## config.mk

```make
export PLATFORM = sky130hd
export DESIGN_NAME = rmo_cordic
export DESIGN_NICKNAME = d
export VERILOG_FILES = /design/src/rtl/rmo_pkg.sv /design/src/rtl/rmo_cordic.sv
export SDC_FILE = /design/constraint.sdc
export NUM_CORES = 2
export LEC_CHECK = 0
export ABC_AREA = 1
export BUFFER_PORTS_ARGS = -buffer_cell sky130_fd_sc_hd__buf_2
export CAP_MARGIN = 10
export CELL_PAD_IN_SITES_DETAIL_PLACEMENT = 1
export CELL_PAD_IN_SITES_GLOBAL_PLACEMENT = 2
export CORE_ASPECT_RATIO = 0.5
export CORE_MARGIN = 3
export CORE_UTILIZATION = 34
export DETAILED_ROUTE_END_ITERATION = 10
export HOLD_SLACK_MARGIN = 0.03
export PLACE_DENSITY = 0.83
export SLEW_MARGIN = 20
export SYNTH_ARGS = -nofsm -noshare
export SYNTH_HDL_FRONTEND = slang
export SYNTH_SLANG_ARGS = --single-unit
export TNS_END_PERCENT = 30
```

## constraint.sdc

```tcl
create_clock -name i_clk -period 8.7 [get_ports i_clk]
set_clock_uncertainty 0.1 [all_clocks]
set_input_delay 0.435 -clock i_clk [delete_from_list [all_inputs] [get_ports i_clk]]
set_output_delay 0.435 -clock i_clk [all_outputs]
set_load 0.01 [all_outputs]
```

## src/rtl/rmo_pkg.sv

```systemverilog
// Shared types and constants of the region moment and orientation unit.
// Depends on nothing; every other file takes names from here by scope.
`default_nettype none
package rmo_pkg;

    localparam int PIX_W    = 8;
    localparam int COORD_W  = 11;
    localparam int DIM_W    = 8;
    localparam int CENT_W   = 19;
    localparam int DIR_W    = 16;
    localparam int MEAN_W   = 16;
    localparam int MASS_W   = 22;
    localparam int M1_W     = 30;
    localparam int M2_W     = 37;
    localparam int CFG_IDX_W  = 3;
    localparam int CFG_DATA_W = 19;

    localparam logic [CFG_IDX_W-1:0] REG_REGION_X      = 3'd0;
    localparam logic [CFG_IDX_W-1:0] REG_REGION_Y      = 3'd1;
    localparam logic [CFG_IDX_W-1:0] REG_REGION_WIDTH  = 3'd2;
    localparam logic [CFG_IDX_W-1:0] REG_REGION_HEIGHT = 3'd3;
    localparam logic [CFG_IDX_W-1:0] REG_FALLBACK_X    = 3'd4;
    localparam logic [CFG_IDX_W-1:0] REG_FALLBACK_Y    = 3'd5;

    typedef enum logic [1:0] {
        ST_OK      = 2'd0,
        ST_EMPTY   = 2'd1,
        ST_NO_MASS = 2'd2
    } t_status;

    // arctangent of 2^-i in Q30 radians, truncated
    localparam int ATAN_LEN = 24;
    localparam int ITER_W   = 5;
    localparam logic [31:0] ATAN_Q30 [ATAN_LEN] = '{
        32'h3243F6A8, 32'h1DAC6705, 32'h0FADBAFC, 32'h07F56EA6, 32'h03FEAB76,
        32'h01FFD55B, 32'h00FFFAAA, 32'h007FFF55, 32'h003FFFEA, 32'h001FFFFD,
        32'h000FFFFF, 32'h0007FFFF, 32'h0003FFFF, 32'h0001FFFF, 32'h0000FFFF,
        32'h00007FFF, 32'h00003FFF, 32'h00001FFF, 32'h00000FFF, 32'h000007FF,
        32'h000003FF, 32'h000001FF, 32'h000000FF, 32'h0000007F};

    localparam logic signed [33:0] Q30_HALF_PI = 34'sd1686629713;
    localparam logic signed [63:0] Q30_GAIN    = 64'sd652032874;

endpackage
`default_nettype wire

```

## src/rtl/rmo_cordic.sv

```systemverilog
// Iterative CORDIC: normalizes (x, y), finds atan2 by vectoring, halves the
// angle and rotates back to cos/sin in Q1.F. Depends on rmo_pkg.
`default_nettype none
module rmo_cordic #(
    parameter int ANGLE_ITERATIONS    = 16,
    parameter int DIRECTION_FRAC_BITS = 14
) (
    input  wire logic                              i_clk,
    input  wire logic                              i_rst_n,
    input  wire logic                              i_start,
    input  wire logic signed [63:0]                i_x,
    input  wire logic signed [63:0]                i_y,
    output logic                                   o_done,
    output logic signed [rmo_pkg::DIR_W-1:0]       o_cos,
    output logic signed [rmo_pkg::DIR_W-1:0]       o_sin
);
    localparam int SHIFT = 30 - DIRECTION_FRAC_BITS;
    localparam logic signed [63:0] ONE   = 64'sd1 <<< DIRECTION_FRAC_BITS;
    localparam logic signed [63:0] HALF  = 64'sd1 <<< (SHIFT - 1);
    localparam logic signed [63:0] F_MAX = 64'sd32767;
    localparam logic signed [63:0] F_MIN = -64'sd32768;
    localparam logic [63:0] NORM_HI = 64'h0000_0100_0000_0000;
    localparam logic [63:0] NORM_LO = 64'h0000_0080_0000_0000;
    localparam logic [rmo_pkg::ITER_W-1:0] LAST_I = rmo_pkg::ITER_W'(ANGLE_ITERATIONS - 1);

    typedef enum logic [4:0] {
        C_IDLE = 5'b00001,
        C_NORM = 5'b00010,
        C_VEC  = 5'b00100,
        C_ROT  = 5'b01000,
        C_DONE = 5'b10000
    } t_cstate;

    t_cstate r_state, n_state;
    logic signed [63:0] r_x, r_y, n_x, n_y;
    logic signed [33:0] r_z, n_z;
    logic [rmo_pkg::ITER_W-1:0] r_i, n_i;

    logic [63:0]        abs_x, abs_y, mag;
    logic signed [63:0] xs, ys, cx, cy;
    logic signed [33:0] atan, cz;
    logic               neg_dir;

    function automatic logic signed [rmo_pkg::DIR_W-1:0] to_dir(input logic signed [63:0] v);
        logic signed [63:0] r;
        r = (v + HALF) >>> SHIFT;
        if (r > ONE)   r = ONE;
        if (r < -ONE)  r = -ONE;
        if (r > F_MAX) r = F_MAX;
        if (r < F_MIN) r = F_MIN;
        return r[rmo_pkg::DIR_W-1:0];
    endfunction

    always_comb begin
        abs_x   = r_x[63] ? 64'(-r_x) : 64'(r_x);
        abs_y   = r_y[63] ? 64'(-r_y) : 64'(r_y);
        mag     = (abs_x > abs_y) ? abs_x : abs_y;
        xs      = r_x >>> r_i;
        ys      = r_y >>> r_i;
        atan    = $signed({2'b00, rmo_pkg::ATAN_Q30[r_i]});
        // vectoring drives y to zero, rotation drives z to zero
        neg_dir = (r_state == C_VEC) ? r_y[63] : !r_z[33];
        if (neg_dir) begin
            cx = r_x - ys;
            cy = r_y + xs;
            cz = r_z - atan;
        end else begin
            cx = r_x + ys;
            cy = r_y - xs;
            cz = r_z + atan;
        end
    end

    always_comb begin
        n_state = r_state;
        n_x = r_x;
        n_y = r_y;
        n_z = r_z;
        n_i = r_i;
        unique case (r_state)
            C_IDLE: begin
                if (i_start) begin
                    if (i_x == 64'sd0 && i_y == 64'sd0) begin
                        n_x = rmo_pkg::Q30_GAIN;
                        n_y = 64'sd0;
                        n_z = 34'sd0;
                        n_i = '0;
                        n_state = C_ROT;
                    end else begin
                        n_x = i_x;
                        n_y = i_y;
                        n_state = C_NORM;
                    end
                end
            end
            C_NORM: begin
                if (mag >= NORM_HI) begin
                    n_x = r_x >>> 1;
                    n_y = r_y >>> 1;
                end else if (mag < NORM_LO) begin
                    n_x = r_x <<< 1;
                    n_y = r_y <<< 1;
                end else begin
                    n_i = '0;
                    n_z = 34'sd0;
                    // fold the left half plane onto the right
                    if (r_x[63]) begin
                        if (!r_y[63]) begin
                            n_x = r_y;
                            n_y = -r_x;
                            n_z = rmo_pkg::Q30_HALF_PI;
                        end else begin
                            n_x = -r_y;
                            n_y = r_x;
                            n_z = -rmo_pkg::Q30_HALF_PI;
                        end
                    end
                    n_state = C_VEC;
                end
            end
            C_VEC: begin
                n_x = cx;
                n_y = cy;
                n_z = cz;
                n_i = r_i + 1'b1;
                if (r_i == LAST_I) begin
                    n_z = cz >>> 1;
                    n_x = rmo_pkg::Q30_GAIN;
                    n_y = 64'sd0;
                    n_i = '0;
                    n_state = C_ROT;
                end
            end
            C_ROT: begin
                n_x = cx;
                n_y = cy;
                n_z = cz;
                n_i = r_i + 1'b1;
                if (r_i == LAST_I) begin
                    n_state = C_DONE;
                end
            end
            C_DONE: begin
                n_state = C_IDLE;
            end
            default: begin
                n_state = C_IDLE;
            end
        endcase
    end

    always_ff @(posedge i_clk) begin
        if (!i_rst_n) begin
            r_state <= C_IDLE;
        end else begin
            r_state <= n_state;
        end
        r_x <= n_x;
        r_y <= n_y;
        r_z <= n_z;
        r_i <= n_i;
    end

    assign o_done = (r_state == C_DONE);
    assign o_cos  = to_dir(r_x);
    assign o_sin  = to_dir(r_y);

    a_norm_range: assert property (@(posedge i_clk) disable iff (!i_rst_n)
        (r_state == C_VEC && r_i == '0) |-> (mag < NORM_HI))
        else $error("cordic entered vectoring with an unnormalized vector");
    a_start_idle: assert property (@(posedge i_clk) disable iff (!i_rst_n)
        (r_state == C_DONE) |=> (r_state == C_IDLE))
        else $error("cordic did not return to idle after done");
    a_iter_bound: assert property (@(posedge i_clk) disable iff (!i_rst_n)
        (r_state == C_VEC || r_state == C_ROT) |-> (r_i <= LAST_I))
        else $error("cordic iteration count ran past its end");

endmodule
`default_nettype wire

```

==> results.yml <==
outcome:
  status: "finished clean"
timing:
  maxSlewViolCount: 0
  fin_crit_sh: 0.9628
  setup_violations: 0
  rsz0062_at_grt: "no"
  fin_crit_ns: 8.376
  tns_ns: 0
  hold_viol_final: 0
  fmax_ghz: 0.1194
  max_slew.worst_pin.slew_ns: 1.394
  slew_headroom: 0.07041
die:
  io_pins: 164
  die_h_um: 265.2
  dieArea_sq_um: 139000
  die_w_um: 524.3
  fp.coreArea_sq_um: 132400
  rows: 94
  start_util: 0.3448
final_layout:
  drive_above_1_share: 0.09306
  fin_nets: 8736
  final_area_sq_um: 49140
  area_delta_synth_final_pct: 7.611
  fillCellCount: 18658
cts:
  clk_pin_slew_ns: 0.13
  clkSinkCount: 172
  cts-htree-levels: 4
  cts_buffers: 17
  cts_root_buf: "clkbuf_16"
  clk_latency_ns: 0.58
  cts_tree: "built"
  ctsLongestPathBuffers: 2
synthesis:
  synth_cell_types: 68
  synthMuxAreaShare: 0.0006849
  synth_compound_area_frac: 0.1710
  syn_nets: 8717
  synth.avg_cell_area_sq_um: 5.477
  synthesis.instances: 8339
  synth_seq_area_share: 0.1120
  postSynth.asyncResetShare: 0
  ys.flop_type: "edfxtp_1"
  synthSimpleGateAreaFrac: 0.4748
  ys_seq_elements: 172
  synth_top_area_share: 0.2021
  yosys.area_share.adder: 0.06816
  syn_area_sq_um: 45670
  synth_warnings: 0
  synthXorXnorAreaFrac: 0.06211
  synth_top_family_by_area: "simple AND/OR/NAND/NOR gates"
  synth_top_area_cell: "nand2_1"
  synth_edf_count: 167
  synthTopCellsByArea: "nand2_1, nand3_1, edfxtp_1"
critical_path:
  worstReg2RegEnd: "r_x[44]"
  r2r_cells: 28
  rr_startpoint: "r_y[0]"
  worstSetupPathType: "reg -> reg"
  slowest_stage: "o21ai_2"
  endpoint_kind: "flip-flop"
  startpoint: "r_y[0]"
  path_max_fanout: 34
  rrSetupSlack_ns: 0.32
  worstPathArrival_ns: 8.69
  crit_end: "r_x[44]"
  cp.required_ns: 9.01
  critPathMostFrequentCell: "nand2_1"
  crit_path_start_kind: "flip-flop"
  cpPeakStageDelay_ns: 0.78
routing:
  wl_per_cell_um: 32.07
  detail-route-antenna-nets: 0
  vias_per_cell: 6.184
  drc: 0
  drtPass1Iterations: 7
  vias: 62851
  drt_iter0_drc: 9897
  drt-total-wl_mm: 325.9
grt:
  track_usage: 0.4477
  grt_max_degree: 135
  gr-total-overflow: 0
  antenna_found_initial: 32
  grt_pass1_vias: 57748
  grt_pass1_wl_mm: 444.6
min_path:
  worstHoldPathCells: 3
  min_path_type: "in -> reg"
  hold_start: "i_y[54]"
place:
  io_buffers: 163
  placed_area_sq_um: 48460
  gp_congestion: 1.119
  dp_hpwl_mm: 272.0
flow_run:
  maxCapViolCount: 0
## how the worst min path moves through the flow
stage / end
after floorplan: r_state[0]
after global placement: r_state[3]
after detailed placement: r_state[3]
after CTS: r_y[54]
after global routing: r_y[24]
final: r_y[54]
## final cells by class
class	count	area (sq um)	share of cell area
Antenna cell	17	42.54	0.0008656
Clock buffer	17	425.4	0.008656
Clock inverter	15	178.9	0.003641
Inverter	770	2910	0.05922
Multi-Input combinational cell	7003	35530	0.7229
Sequential cell	172	5115	0.1041
Tap cell	1776	2222	0.04522
Timing Repair Buffer	394	2723	0.05540
## cells in the mapped netlist, types with 11 or more instances
| cell | n |
|---|---|
| nand3_2 | 11 |
| clkinv_1 | 15 |
| a21oi_2 | 101 |
| nor2_2 | 55 |
| nand2_2 | 18 |
| buf_6 | 53 |
| inv_1 | 696 |
| a21oi_1 | 594 |
| o221ai_1 | 14 |
| buf_4 | 31 |
| nand3b_1 | 19 |
| xor2_1 | 272 |
| nor2_1 | 967 |
| nand3_1 | 1152 |
| o21ai_0 | 413 |
| a21o_1 | 29 |
| o21ai_2 | 12 |
| nor3_2 | 13 |
| a21boi_0 | 13 |
| nor3_1 | 106 |
| a31oi_1 | 64 |
| nand2_1 | 2459 |
| nor2_4 | 13 |
| nor4_1 | 59 |
| o211ai_1 | 44 |
| o21a_1 | 17 |
| buf_2 | 142 |
| nand4_1 | 96 |
| clkbuf_1 | 127 |
| o21ai_1 | 55 |
| buf_1 | 38 |
| edfxtp_1 | 167 |
| inv_2 | 58 |
| or2_2 | 45 |
| xnor2_1 | 50 |
| ha_1 | 244 |
## repair_timing
item,in CTS,in global routing
setup buffers,0,0
resized for setup,0,0
hold buffers,1,0
hold endpoints to repair,1,0
## stage by stage
stage               instances  setup WS (ns)  utilization  hold WS (ns)
CTS                     10146         0.7929       0.3706       0.08299
floorplan                8339          1.447            -        0.4047
detailed placement      10113         0.9061       0.3659        0.4696
finish                  10164         0.3237       0.3711       0.08997
global route            10147         0.1434       0.3708       0.09459
global placement        10113         0.8095       0.3659        0.4413
## state kept, by name, summed over array words and instances (netlist names)
signal	count
r_i	5
r_z	34
r_y	64
r_x	64
r_state	5
## kinds of logic after synthesis
family,Yosys count
AND/OR/NAND/NOR,5049
XOR/XNOR,323
flip-flops,172
multiplexers,3
adder cells (fa/ha/maj),247
buffers and inverters,1164
AO/OA/AOI/OAI,1381
## critical path, delay by kind of cell (launching register included)
| family | cells | cell delay (ns) |
|---|---|---|
| AO/OA/AOI/OAI | 3 | 1.39 |
| adder cells (fa/ha/maj) | 2 | 0.56 |
| XOR/XNOR | 1 | 0.52 |
| buffers and inverters | 4 | 1.39 |
| AND/OR/NAND/NOR | 18 | 3.56 |
| flip-flops | 1 | 0.66 |
## cells in the final DEF (no fill, tap or decap), types with 45 or more instances in the layout
| master | synthesis | final |
|---|---|---|
| a31oi_1 | 64 | 64 |
| a21oi_2 | 101 | 101 |
| nor4_1 | 59 | 59 |
| o21ai_1 | 55 | 58 |
| nand3_1 | 1152 | 1152 |
| o21ai_0 | 413 | 409 |
| buf_4 | 31 | 217 |
| nand4_1 | 96 | 96 |
| inv_2 | 58 | 58 |
| a21oi_1 | 594 | 594 |
| nand2_1 | 2459 | 2459 |
| inv_1 | 696 | 691 |
| buf_2 | 142 | 163 |
| or2_2 | 45 | 45 |
| nor2_2 | 55 | 56 |
| edfxtp_1 | 167 | 167 |
| xnor2_1 | 50 | 50 |
| nor2_1 | 967 | 964 |
| ha_1 | 244 | 244 |
| xor2_1 | 272 | 272 |
| nor3_1 | 106 | 105 |
## routing by layer
metal,vias up,track usage,part of all wire
li1,27721,-,-
met1,30367,0.6298,0.43
met2,4113,0.5558,0.35
met3,615,0.2494,0.17
met4,35,0.1461,0.037
met5,-,0.02331,0.0029
Power is not shown: default switching activity piles up to over one toggle a cycle in this logic, so the estimate is an artifact.
